===== src/sv/sppd_pkg.sv =====
// Shared types, register codes and dither tables for the scanline pixel packer.
package sppd_pkg;

  localparam int unsigned SampleW = 8;
  localparam int unsigned WordW   = 32;
  localparam int unsigned CfgIdxW = 2;
  localparam int unsigned CfgDatW = 8;

  typedef enum logic [2:0] {
    MODE_ARGB32  = 3'd0,
    MODE_555_HI  = 3'd1,
    MODE_555_LO  = 3'd2,
    MODE_GRAY_BE = 3'd3,
    MODE_GRAY_LE = 3'd4
  } pixel_mode_e;

  localparam logic [CfgIdxW-1:0] REG_PIXEL_MODE    = 2'd0;
  localparam logic [CfgIdxW-1:0] REG_DITHER_ENABLE = 2'd1;
  localparam logic [CfgIdxW-1:0] REG_COLOR_COUNT   = 2'd2;

  localparam logic [2:0] PIXEL_MODE_RST  = 3'd0;
  localparam logic       DITHER_RST      = 1'b0;
  localparam logic [1:0] COLOR_COUNT_RST = 2'd3;
  localparam logic [1:0] COLOR_COUNT_RGB = 2'd3;

  localparam logic [7:0]  OPAQUE_ALPHA = 8'd255;
  localparam logic [8:0]  DITHER_SCALE = 9'd496;

  localparam logic [3:0] DITHER_FIRST [8] = '{
    4'd2, 4'd0, 4'd14, 4'd12, 4'd1, 4'd3, 4'd13, 4'd15
  };
  localparam logic [3:0] DITHER_SECOND [8] = '{
    4'd10, 4'd8, 4'd6, 4'd4, 4'd9, 4'd11, 4'd5, 4'd7
  };

  typedef struct packed {
    logic [2:0] pixel_mode;
    logic       dither_enable;
    logic [1:0] color_count;
  } sppd_cfg_t;

  typedef struct packed {
    logic [SampleW-1:0] sample_a;
    logic [SampleW-1:0] sample_b;
    logic [SampleW-1:0] sample_c;
    logic [SampleW-1:0] sample_d;
    logic [SampleW-1:0] sample_e;
    logic [SampleW-1:0] sample_f;
    logic [1:0]         row_phase;
    logic               column_odd;
  } sppd_item_t;

endpackage


===== src/sv/sppd_reduce5.sv =====
// Reduces one 8-bit component to 5 bits by shift or by ordered dither.
module sppd_reduce5 (
  input  logic [7:0] value_i,
  input  logic       dither_i,
  input  logic [3:0] thresh_i,
  output logic [4:0] result_o
);
  import sppd_pkg::*;

  logic [16:0] product;
  logic [8:0]  scaled;
  logic [3:0]  low;
  logic [4:0]  high;

  always_comb begin
    product = {9'd0, value_i} * {8'd0, DITHER_SCALE};
    scaled  = product[16:8];
    low     = scaled[3:0];
    high    = scaled[8:4];
    if (!dither_i) begin
      result_o = value_i[7:3];
    end else if (thresh_i < low) begin
      // high is at most 30 here, so this never wraps the 5-bit field
      result_o = high + 5'd1;
    end else begin
      result_o = high;
    end
  end

endmodule


===== src/sv/sppd_pack.sv =====
// Combinational packing of one registered item into a frame-buffer word.
module sppd_pack (
  input  sppd_pkg::sppd_cfg_t         cfg_i,
  input  sppd_pkg::sppd_item_t        item_i,
  output logic [sppd_pkg::WordW-1:0]  word_o
);
  import sppd_pkg::*;

  logic [7:0]  r1, g1, b1, r2, g2, b2;
  logic [2:0]  sel;
  logic [3:0]  thr1, thr2;
  logic        dith;
  logic [4:0]  r1_5, g1_5, b1_5, r2_5, g2_5, b2_5;
  logic [15:0] p1, p2;

  always_comb begin
    sel  = {item_i.row_phase, item_i.column_odd};
    thr1 = DITHER_FIRST[sel];
    thr2 = DITHER_SECOND[sel];
    dith = cfg_i.dither_enable;
    if (cfg_i.color_count == COLOR_COUNT_RGB) begin
      r1 = item_i.sample_a; g1 = item_i.sample_b; b1 = item_i.sample_c;
      r2 = item_i.sample_d; g2 = item_i.sample_e; b2 = item_i.sample_f;
    end else begin
      // gray source: replicate one byte per pixel
      r1 = item_i.sample_a; g1 = item_i.sample_a; b1 = item_i.sample_a;
      r2 = item_i.sample_b; g2 = item_i.sample_b; b2 = item_i.sample_b;
    end
  end

  sppd_reduce5 u_r1 (.value_i(r1), .dither_i(dith), .thresh_i(thr1), .result_o(r1_5));
  sppd_reduce5 u_g1 (.value_i(g1), .dither_i(dith), .thresh_i(thr1), .result_o(g1_5));
  sppd_reduce5 u_b1 (.value_i(b1), .dither_i(dith), .thresh_i(thr1), .result_o(b1_5));
  sppd_reduce5 u_r2 (.value_i(r2), .dither_i(dith), .thresh_i(thr2), .result_o(r2_5));
  sppd_reduce5 u_g2 (.value_i(g2), .dither_i(dith), .thresh_i(thr2), .result_o(g2_5));
  sppd_reduce5 u_b2 (.value_i(b2), .dither_i(dith), .thresh_i(thr2), .result_o(b2_5));

  always_comb begin
    p1 = {1'b1, r1_5, g1_5, b1_5};
    p2 = {1'b1, r2_5, g2_5, b2_5};
    case (cfg_i.pixel_mode)
      MODE_ARGB32:  word_o = {OPAQUE_ALPHA, r1, g1, b1};
      MODE_555_HI:  word_o = {p1, p2};
      MODE_555_LO:  word_o = {p2, p1};
      MODE_GRAY_BE: word_o = {item_i.sample_a, item_i.sample_b,
                              item_i.sample_c, item_i.sample_d};
      MODE_GRAY_LE: word_o = {item_i.sample_d, item_i.sample_c,
                              item_i.sample_b, item_i.sample_a};
      default:      word_o = '0;
    endcase
  end

endmodule


===== src/sv/scanline_pixel_packer_dither_core.sv =====
// Scanline pixel packer: input register, packing logic, result register.
// An accepted word is packed from the input register into the result register.
// Throughput: one word per cycle when not stalled; set by the single packing stage.
// A stalled output holds one word and the input register holds one more before stall rises.
// Reset: asynchronous, active low; clears valids, pixel_mode 0, dither off, color_count 3.
module scanline_pixel_packer_dither_core (
  input  logic                           clk_i,
  input  logic                           rst_ni,
  input  logic                           cfg_valid_i,
  output logic                           cfg_ready_o,
  input  logic [sppd_pkg::CfgIdxW-1:0]   cfg_index_i,
  input  logic [sppd_pkg::CfgDatW-1:0]   cfg_data_i,
  input  logic                           in_valid_i,
  output logic                           in_stall_o,
  input  logic [sppd_pkg::SampleW-1:0]   sample_a_i,
  input  logic [sppd_pkg::SampleW-1:0]   sample_b_i,
  input  logic [sppd_pkg::SampleW-1:0]   sample_c_i,
  input  logic [sppd_pkg::SampleW-1:0]   sample_d_i,
  input  logic [sppd_pkg::SampleW-1:0]   sample_e_i,
  input  logic [sppd_pkg::SampleW-1:0]   sample_f_i,
  input  logic [1:0]                     row_phase_i,
  input  logic                           column_odd_i,
  output logic                           out_valid_o,
  input  logic                           out_stall_i,
  output logic [sppd_pkg::WordW-1:0]     packed_word_o
);
  import sppd_pkg::*;

  sppd_cfg_t        cfg_q;
  sppd_item_t       item_q;
  logic             item_valid_q;
  logic [WordW-1:0] word_d, word_q;
  logic             word_valid_q;
  logic             out_free;
  logic             item_adv;
  logic             accept;

  assign cfg_ready_o = 1'b1;
  assign out_free    = !word_valid_q || !out_stall_i;
  assign item_adv    = !item_valid_q || out_free;
  assign in_stall_o  = !item_adv;
  assign accept      = in_valid_i && item_adv;

  always_ff @(posedge clk_i or negedge rst_ni) begin
    if (!rst_ni) begin
      cfg_q.pixel_mode    <= PIXEL_MODE_RST;
      cfg_q.dither_enable <= DITHER_RST;
      cfg_q.color_count   <= COLOR_COUNT_RST;
    end else if (cfg_valid_i && cfg_ready_o) begin
      case (cfg_index_i)
        REG_PIXEL_MODE:    cfg_q.pixel_mode    <= cfg_data_i[2:0];
        REG_DITHER_ENABLE: cfg_q.dither_enable <= cfg_data_i[0];
        REG_COLOR_COUNT:   cfg_q.color_count   <= cfg_data_i[1:0];
        default:           cfg_q               <= cfg_q; // drop unknown index
      endcase
    end
  end

  always_ff @(posedge clk_i or negedge rst_ni) begin
    if (!rst_ni) begin
      item_valid_q <= 1'b0;
      word_valid_q <= 1'b0;
    end else begin
      if (item_adv) begin
        item_valid_q <= in_valid_i;
      end
      if (out_free) begin
        word_valid_q <= item_valid_q;
      end
    end
  end

  always_ff @(posedge clk_i) begin
    if (accept) begin
      item_q <= '{sample_a: sample_a_i, sample_b: sample_b_i, sample_c: sample_c_i,
                  sample_d: sample_d_i, sample_e: sample_e_i, sample_f: sample_f_i,
                  row_phase: row_phase_i, column_odd: column_odd_i};
    end
    if (out_free && item_valid_q) begin
      word_q <= word_d;
    end
  end

  sppd_pack u_pack (
    .cfg_i  (cfg_q),
    .item_i (item_q),
    .word_o (word_d)
  );

  assign out_valid_o   = word_valid_q;
  assign packed_word_o = word_q;

endmodule


===== config.mk =====
export PLATFORM = sky130hd
export DESIGN_NAME = scanline_pixel_packer_dither_core
export DESIGN_NICKNAME = d
export VERILOG_FILES = /design/src/sv/sppd_pkg.sv /design/src/sv/sppd_reduce5.sv /design/src/sv/sppd_pack.sv /design/src/sv/scanline_pixel_packer_dither_core.sv
export SDC_FILE = /design/constraint.sdc
export NUM_CORES = 1
export LEC_CHECK = 0
export BUFFER_PORTS_ARGS = -buffer_cell sky130_fd_sc_hd__buf_2
export CORE_MARGIN = 8
export CORE_UTILIZATION = 45
export DETAILED_ROUTE_END_ITERATION = 12
export REMOVE_ABC_BUFFERS = 1
export SLEW_MARGIN = 0
export SYNTH_ARGS = -nofsm -noshare
export SYNTH_HDL_FRONTEND = slang
export SYNTH_SLANG_ARGS = --single-unit

===== constraint.sdc =====
create_clock -name clk_i -period 14.1 [get_ports clk_i]
set_clock_uncertainty 0.05 [all_clocks]
set_input_delay 3.525 -clock clk_i [delete_from_list [all_inputs] [get_ports clk_i]]
set_output_delay 3.525 -clock clk_i [all_outputs]
set_load 0.01 [all_outputs]

==> key figures, run 1 <==
Routing
  – Initial DRC count: 783
  – Via count: 9032
  – DR DRC count: 0
  – Drt pass-1 iters: 5
  – WL final: 30500 um
  – Via/cell ratio: 5.50
  – Detail Route Antenna Nets: 0
  – WL/cell: 18.6 um

Place
  – Final GP Congestion: 0.927
  – HPWL after detailed placement: 24200 um
  – PortBufs: 94

Critical path
  – CP Launch Type: input pin
  – Crit path DAT: 3.96 ns
  – Critical path peak fanout: 3
  – Worst Path Class, Setup: input pin to primary output
  – Worst EP required: 10.52 ns
  – Worst Setup End Kind: primary output
  – R2R Setup Slk: 6.90 ns

STA
  – Hold Vio Cnt, Final: 0
  – Worst slew pin tran: 0.892 ns
  – Min Tclk post-route: 7.53 ns
  – Hold Slack: 0.442 ns
  – Max Fclk: 133 MHz
  – Fin. max-slew vios: 0
  – Fin Setup TNS: 0 ns
  – Worst slew margin: 40.3%
  – Final Cycle Share: 53.4%
  – Final setup fails: 0
  – RSZ-0062 raised after global routing: no

Synthesis
  – Unique masters post-synth: 78
  – Cell with the most instances after synthesis: inv_1
  – EDFF count, synth: 83
  – Seq/Total Area, Yosys: 23.6%
  – Number of synthesized register bits: 91
  – Synth cell count leaders: inv_1 (203), ha_1 (154), a21oi_1 (90)
  – Top cells by area, synth: edfxtp_1 (22%), ha_1 (17%), fa_1 (15%), inv_1 (6.7%), a21oi_1 (3.9%)
  – Post-synth design cell area: 11400 um2
  – Main synth FF type: edfxtp_1
  – Synth warnings: 0
  – Leading area contributor after synthesis: edfxtp_1
  – Synth Instances: 1223
  – Yosys top cell area share: 21.8%
  – Syn_area_per_cell: 9.34 um2
  – Fraction of registers with async set/reset: 8.79%

Global route
  – GR Util All Layers: 20.1%
  – First-pass GRT wire length: 48100 um
  – GRT overflow: 0
  – Antenna violations before repair: 1
  – Vias in the first global route: 8807
  – Pin count of the biggest net entering global routing: 62

Clock tree
  – CTS Root Cell: clkbuf_16
  – CTS resizes: 0
  – Htree depth: 3
  – Clk_lat worst skew: 0.36 ns
  – Post-CTS setup buffer count: 0
  – TritonCTS buffer count: 9
  – Clock transition at path regs: 0.07 ns
  – Hold_buf cts: 0
  – CTS max path bufs: 2
  – Clock sink count: 91
  – TritonCTS clock tree: done

Floorplan
  – Core area: 25000 um2
  – Rows: 58
  – Die W: 175 um
  – Initial core utilization: 45.6%
  – Die area: 30700 um2
  – I/O pin count: 101
  – Die H: 175 um

Cells and area
  – FILL cells: 2407
  – Share of cells above drive strength 1: 12.0%
  – P&R area growth vs syn: 10.4%
  – Fin nets: 1612
  – Multi-input logic area: 7850 um2
  – Register area: 2700 um2
  – ANT cells: 0

Run
  – Max-cap viol count: 0

Run status
  – Run status: finished clean

Hold path
  – Class of the worst hold path: register to register
cell type report:
class	count	area share, %
Tap cell	330	3.28
Clock buffer	10	1.82
Multi-Input combinational cell	895	62.3
Clock inverter	6	0.764
Sequential cell	91	21.4
Inverter	203	6.04
Timing Repair Buffer	106	4.45
stage by stage:
step | cells | util [%] | instance area, um2 | setup slack [ns]
6_report | 1641 | 50.3 | 12600 | 6.57
5_1_grt | 1641 | 50.3 | 12600 | 6.55
4_1_cts | 1641 | 50.3 | 12600 | 6.56
3_5_place_dp | 1625 | 49.1 | 12300 | 6.56
3_3_place_gp | 1625 | 49.1 | 12300 | 6.57
2_1_floorplan | 1189 | - | 11300 | 6.81
cell usage in the layout (no fill, tap or decap), types with 7 or more instances in the layout:
master     Yosys  routed
fa_1          86      86
nand2_1       65      65
a211oi_1       8       8
inv_1        203     203
nand2b_1       7       7
o31ai_1        8       8
nand3_1       12      12
ha_1         154     154
nor3_1        16      16
nor2_1        86      85
a21oi_1       90      90
buf_4          2      12
nand3b_1       8       8
o21ai_0       57      57
clkbuf_16      0       9
o211ai_1       8       8
o221ai_1      11      11
a21o_1        19      19
a22oi_1        8       8
and2_1        19      17
xnor2_1       38      37
buf_2          1      94
and3_1         9       9
mux2i_1       24      24
mux2_2        10      10
a31oi_1        7       7
edfxtp_1      83      83
nor2b_1       12      12
xor2_1        33      33
cells by family (layout without fill, tap and decap cells):
| family | Yosys count | after routing | synth area share (%) |
|---|---|---|---|
| buffers and inverters | 237 | 325 | 7.87 |
| AND/OR/NAND/NOR | 266 | 266 | 11.4 |
| AO/OA/AOI/OAI | 282 | 282 | 16.5 |
| multiplexers | 35 | 35 | 3.22 |
| other | 1 | 1 | 0.0328 |
| adder cells (fa/ha/maj) | 240 | 240 | 32.0 |
| flip-flops | 91 | 91 | 23.6 |
| XOR/XNOR | 71 | 71 | 5.45 |
per-layer routing:
| layer | routed length [um] | up-vias | GRT usage (%) |
|---|---|---|---|
| li1 | - | 4385 | - |
| met1 | 13100 | 4294 | 26.2 |
| met2 | 14500 | 293 | 33.3 |
| met3 | 1820 | 58 | 2.83 |
| met4 | 1030 | 2 | 7.81 |
| met5 | 13 | - | 0 |
critical path: stages:
cell and delay (ns):
buf_2 0.13, nand3_1 0.12, inv_1 0.07, buf_2 0.12
state kept, by name (all words and copies together), names as in the netlist:
name,count
cfg_q,6
out_valid_o,1
item_valid_q,1
item_q,51
packed_word_o,32
final timing paths:
path | from | cells past startpoint | endpoint
max in group asynchronous | rst_ni | 1 | cfg_q[0]
max reg2reg | cfg_q[1] | 23 | packed_word_o[9]
min in group asynchronous | rst_ni | 1 | out_valid_o
min | item_valid_q | 1 | out_valid_o
max | out_stall_i | 4 | in_stall_o
min reg2reg | item_valid_q | 1 | out_valid_o
Power of run 1 is not shown: default switching activity piles up to over one toggle a cycle in this logic, so the estimate is an artifact.
==> run 2, diff against run 1 <==
--- a/config.mk
+++ b/config.mk
@@ -9,6 +9,7 @@
 export CORE_MARGIN = 8
 export CORE_UTILIZATION = 45
 export DETAILED_ROUTE_END_ITERATION = 12
+export PLACE_DENSITY = 0.65
 export REMOVE_ABC_BUFFERS = 1
 export SLEW_MARGIN = 0
 export SYNTH_ARGS = -nofsm -noshare
==> constraint.sdc (replaced) <==
create_clock -name clk_i -period 6.45 [get_ports clk_i]
set_clock_uncertainty 0.05 [all_clocks]
set_input_delay 1.6125 -clock clk_i [delete_from_list [all_inputs] [get_ports clk_i]]
set_output_delay 1.6125 -clock clk_i [all_outputs]
set_load 0.01 [all_outputs]
==> key figures, run 2 (same netlist as run 1, synthesis figures left out) <==
Routing
  – WL/cell: 18.3 um (-1.6%)
  – WL final: 31100 um (+1.9%)
  – Initial DRC count: 734 (-6.3%)
  – Via/cell ratio: 5.48 (-0.48%)
  – DR DRC count: 0 (unchanged)
  – Detail Route Antenna Nets: 0 (unchanged)
  – Drt pass-1 iters: 6 (+1)
  – Via count: 9312 (+3.1%)

Global route
  – Antenna violations before repair: 0 (-1)
  – GRT overflow: 0 (unchanged)
  – Pin count of the biggest net entering global routing: 61 (-1.6%)
  – First-pass GRT wire length: 48300 um (+0.33%)
  – GR Util All Layers: 20.0% (-0.075 points)
  – Vias in the first global route: 9091 (+3.2%)

Critical path
  – Critical path peak fanout: 6 (+3)
  – Worst Setup End Kind: register
  – Worst stage delay on the critical path: 0.55 ns (+0.42 ns)
  – CP startpoint: cfg_q[0]
  – R2R Setup Slk: 0.28 ns (-6.62 ns)
  – Worst Path Class, Setup: register to register
  – CP max-delay cell: dfstp_2
  – Worst R2R Start: cfg_q[0]
  – Crit path DAT: 6.22 ns (+2.26 ns)
  – CP Launch Type: register
  – Buf+Inv Stages, Crit Path: 5 (+2)
  – Worst EP required: 6.50 ns (-4.02 ns)
  – Crit path max-delay family: adder cells

Cells and area
  – Largest register FFs: 51 (unchanged)
  – FILL cells: 2305 (-4.2%)
  – P&R area growth vs syn: 15.1%
  – Most flop-heavy register: item_q
  – Final core occ: 52.5% (+2.1 points)
  – Fin nets: 1671 (+3.7%)
  – Commonest cells after routing, fill and taps aside: inv_1 (203), ha_1 (154), buf_2 (94)
  – Commonest non-fill, non-tap cell in the layout: inv_1
  – ANT cells: 0 (unchanged)
  – Share of cells above drive strength 1: 16.6% (+4.7 points)

Clock tree
  – Clock sink count: 91 (unchanged)
  – TritonCTS buffer count: 9 (unchanged)
  – CTS Root Cell: clkbuf_16
  – Clock transition at path regs: 0.07 ns (about the same)
  – Htree depth: 3 (unchanged)
  – CTS max path bufs: 2 (unchanged)
  – TritonCTS clock tree: done
  – Hold_buf cts: 0 (unchanged)
  – Clk_lat worst skew: 0.36 ns (about the same)

Floorplan
  – Die area: 30700 um2 (unchanged)
  – I/O pin count: 101 (unchanged)
  – Die H: 175 um (unchanged)
  – Initial core utilization: 45.6% (unchanged)
  – Rows: 58 (unchanged)
  – Die W: 175 um (unchanged)
  – Core area: 25000 um2 (unchanged)

STA
  – Worst slew margin: 42.6% (+2.3 points)
  – Final setup fails: 0 (unchanged)
  – Final Cycle Share: 95.6%
  – Min Tclk post-route: 6.17 ns
  – Fin. max-slew vios: 0 (unchanged)
  – Hold Vio Cnt, Final: 0 (unchanged)
  – Worst slew pin tran: 0.857 ns (-0.0351 ns)
  – Max Fclk: 162 MHz

Run
  – Max-cap viol count: 0 (unchanged)

Run status
  – Run status: finished clean

Place
  – PortBufs: 94 (unchanged)
  – HPWL after detailed placement: 25200 um (+3.8%)
  – Final GP Congestion: 0.907 (-2.1%)

Hold path
  – Hold path startpoint: item_valid_q
  – Class of the worst hold path: register to register
==> run 2: cell type report <==
type	count	area, um2	share of cell area, %
clock buffers	9	225	1.71
clock inverters	7	98.8	0.752
inverters	203	762	5.80
multi-input cells	895	7910	60.2
flip-flops and latches	91	2700	20.5
well taps	330	413	3.14
repair buffers	165	1030	7.87
==> run 2: repair_timing <==
item                                    CTS  global route
gates resized for setup                   1            17
endpoints found under the setup margin    2            14
setup buffers                             0             2
pin swaps                                 0             6
cloned                                    0             1
==> run 2: worst paths after layout <==
check                                    endpoint  cells past startpoint
max in group asynchronous                cfg_q[0]                      1
min in group asynchronous            item_valid_q                      1
worst min-delay path                  out_valid_o                      1
worst max-delay path            packed_word_o[28]                     26
worst min register to register        out_valid_o                      1
worst max register to register  packed_word_o[28]                     26
==> run 2: worst register-to-register path: stages, from the launching register on <==
cell and delay, ns:
dfstp_2 0.55, nand2_2 0.17, buf_4 0.22, and2_1 0.24
a21oi_1 0.15, buf_4 0.18, inv_1 0.05, ha_1 0.16
o21bai_1 0.18, fa_1 0.55, inv_1 0.05, fa_1 0.50
inv_1 0.04, ha_1 0.28, or3_1 0.37, o21ai_0 0.12
nor2_1 0.10, a21oi_1 0.19, xnor2_1 0.17, ha_1 0.21
nor3b_2 0.23, a21oi_4 0.11, xnor2_1 0.16, xnor2_1 0.14
mux2i_1 0.25, o21ai_0 0.11, a221o_1 0.38
==> run 2: routing by layer <==
layer	global-route usage, %	vias up	wire [um]
li1	-	4502	-
met5	0	-	0
met2	34.9	282	15400
met1	24.5	4475	13100
met3	3.78	53	1810
met4	6.29	0	771
==> run 2: metrics by stage <==
stage | hold slack [ns] | std cells | cell area, um2 | setup TNS (ns) | setup WS (ns)
4_1_cts | 0.445 | 1697 | 13000 | 0 | 0.0582
2_1_floorplan | 0.393 | 1189 | 11300 | -0.785 | -0.293
3_5_place_dp | 0.429 | 1681 | 12700 | 0 | 0.00104
6_report | 0.446 | 1700 | 13100 | 0 | 0.281
3_3_place_gp | 0.413 | 1681 | 12700 | 0 | 0.0923
5_1_grt | 0.482 | 1700 | 13100 | -0.0224 | -0.0214
Power of run 2 is left out for the same reason.
==> run 3, diff against run 2 <==
--- a/config.mk
+++ b/config.mk
@@ -7,9 +7,9 @@
 export LEC_CHECK = 0
 export BUFFER_PORTS_ARGS = -buffer_cell sky130_fd_sc_hd__buf_2
 export CORE_MARGIN = 8
-export CORE_UTILIZATION = 45
+export CORE_UTILIZATION = 46
 export DETAILED_ROUTE_END_ITERATION = 12
-export PLACE_DENSITY = 0.65
+export PLACE_DENSITY = 0.67
 export REMOVE_ABC_BUFFERS = 1
 export SLEW_MARGIN = 0
 export SYNTH_ARGS = -nofsm -noshare
==> constraint.sdc (replaced) <==
create_clock -name clk_i -period 5.1 [get_ports clk_i]
set_clock_uncertainty 0.05 [all_clocks]
set_input_delay 1.275 -clock clk_i [delete_from_list [all_inputs] [get_ports clk_i]]
set_output_delay 1.275 -clock clk_i [all_outputs]
set_load 0.1 [all_outputs]
==> key figures, run 3 (same netlist as run 1, synthesis figures left out) <==
Clock tree
  – Htree depth: 3 (unchanged)
  – Clk_lat worst skew: 0.36 ns (about the same)
  – TritonCTS clock tree: done
  – Hold_buf cts: 0 (unchanged)
  – TritonCTS buffer count: 9 (unchanged)
  – CTS Root Cell: clkbuf_16
  – Clock sink count: 91 (unchanged)
  – CTS max path bufs: 2 (unchanged)
  – Clock transition at path regs: 0.07 ns (about the same)

Global route
  – GR Util All Layers: 22.3% (+2.3 points)
  – Vias in the first global route: 10600 (+17%)
  – Antenna violations before repair: 0 (unchanged)
  – First-pass GRT wire length: 54300 um (+13%)
  – Pin count of the biggest net entering global routing: 41 (-33%)
  – GRT overflow: 0 (unchanged)

Hold path
  – Class of the worst hold path: register to register

STA
  – Hold Slack: 0.440 ns (-0.00574 ns)
  – Final setup fails: 30 (+30)
  – Fin Setup TNS: -19.49 ns (-19.49 ns)
  – Max Fclk: 166 MHz (+2.4%)
  – Setup slack after layout: -0.926 ns (-1.21 ns)
  – Worst slew pin tran: 1.07 ns (+0.214 ns)
  – Fin. max-slew vios: 0 (unchanged)
  – Worst slew margin: 28.6% (-14 points)
  – Final Cycle Share: 118% (+23 points)
  – RSZ-0062 raised after global routing: yes
  – Hold Vio Cnt, Final: 0 (unchanged)
  – Min Tclk post-route: 6.03 ns (-0.143 ns)

Floorplan
  – Die area: 30100 um2 (-2.0%)
  – Rows: 57 (-1.7%)
  – Die H: 174 um (-1.0%)
  – Initial core utilization: 47.0% (+1.3 points)
  – Core area: 24300 um2 (-2.9%)
  – I/O pin count: 101 (unchanged)
  – Die W: 174 um (-1.0%)

Critical path
  – CP Launch Type: register
  – Most used cell, CP: buf_6
  – Crit path DAT: 6.08 ns (-0.14 ns)
  – Worst Path Class, Setup: register to register
  – Worst stage delay on the critical path: 0.57 ns (+0.02 ns)
  – Buf+Inv Stages, Crit Path: 6 (+1)
  – Worst Setup End Kind: register
  – Worst EP required: 5.16 ns (-1.34 ns)
  – CP max-delay cell: dfstp_2
  – Critical path peak fanout: 5 (-1)
  – Crit path max-delay family: adder cells

Cells and area
  – Commonest non-fill, non-tap cell in the layout: buf_4
  – Finished Cell Area: 15900 um2 (+21%)
  – P&R area growth vs syn: 39.5%
  – Most flop-heavy register: item_q
  – Share of cells above drive strength 1: 38.7% (+22 points)
  – Fin nets: 1902 (+14%)
  – ANT cells: 0 (unchanged)
  – Commonest cells after routing, fill and taps aside: buf_4 (271), inv_1 (184), ha_1 (130)
  – Largest register FFs: 51 (unchanged)

Run status
  – Failing checks: setup timing
  – Run status: finished, violations left

Place
  – HPWL after detailed placement: 26600 um (+5.5%)
  – PortBufs: 94 (unchanged)
  – Final GP Congestion: 0.945 (+4.2%)
  – Placed Area: 14100 um2 (+11%)
  – Worst slack at placement: -1.23 ns (-1.23 ns)

Routing
  – Detail Route Antenna Nets: 0 (unchanged)
  – Drt pass-1 iters: 6 (unchanged)
  – WL final: 35600 um (+14%)
  – WL/cell: 18.5 um (+1.1%)
  – Via/cell ratio: 5.48 (about the same)
  – DR DRC count: 0 (unchanged)
  – Initial DRC count: 964 (+31%)
  – Via count: 10500 (+13%)

Run
  – Max-cap viol count: 0 (unchanged)
## run 3: cell count changes in the layout (fill, tap and decap cells not counted), sizes merged
cell,before,now
clkinvlp,1,2
bufinv,2,0
clkinv,2,3
buf,164,396
inv,205,204
## run 3: through the flow
stage	utilization [%]	cells
after floorplan	-	1189
after global placement	58.0	1860
after detailed placement	58.0	1860
after CTS	62.2	1900
after global routing	65.5	1925
final	65.5	1925
## run 3: timing repair
action / 4_1_cts / 5_1_grt
pin swaps: 79 / 105
buffers inserted: 26 / 33
gates cloned: 1 / 0
resized for setup: 135 / 129
setup endpoints to repair: 30 / 30
## run 3: routing by layer
metal	routed length (um)	up-vias	GRT usage (%)
li1	-	4973	-
met1	14100	5088	27.7
met2	17800	383	38.3
met3	2330	96	3.20
met4	1380	0	9.31
met5	0	-	0
## run 3: final timing paths
path,cells after the start,from,end,slack [ns]
max reg2reg,25,cfg_q[0],packed_word_o[25],-0.93
min reg2reg,1,item_valid_q,out_valid_o,0.44
min,1,item_valid_q,out_valid_o,0.44
max in group asynchronous,1,rst_ni,cfg_q[1],4.07
max,25,cfg_q[0],packed_word_o[25],-0.93
min in group asynchronous,1,rst_ni,item_valid_q,0.69
## run 3: cell type report
type | instances | area [um2]
clock buffers | 10 | 239
clock inverters | 6 | 48.8
fillers | 1854 | 8390
inverters | 203 | 766
multi-input cells | 895 | 8890
flip-flops and latches | 91 | 2700
well taps | 324 | 405
repair buffers | 396 | 2880
Power of run 3 is left out for the same reason.
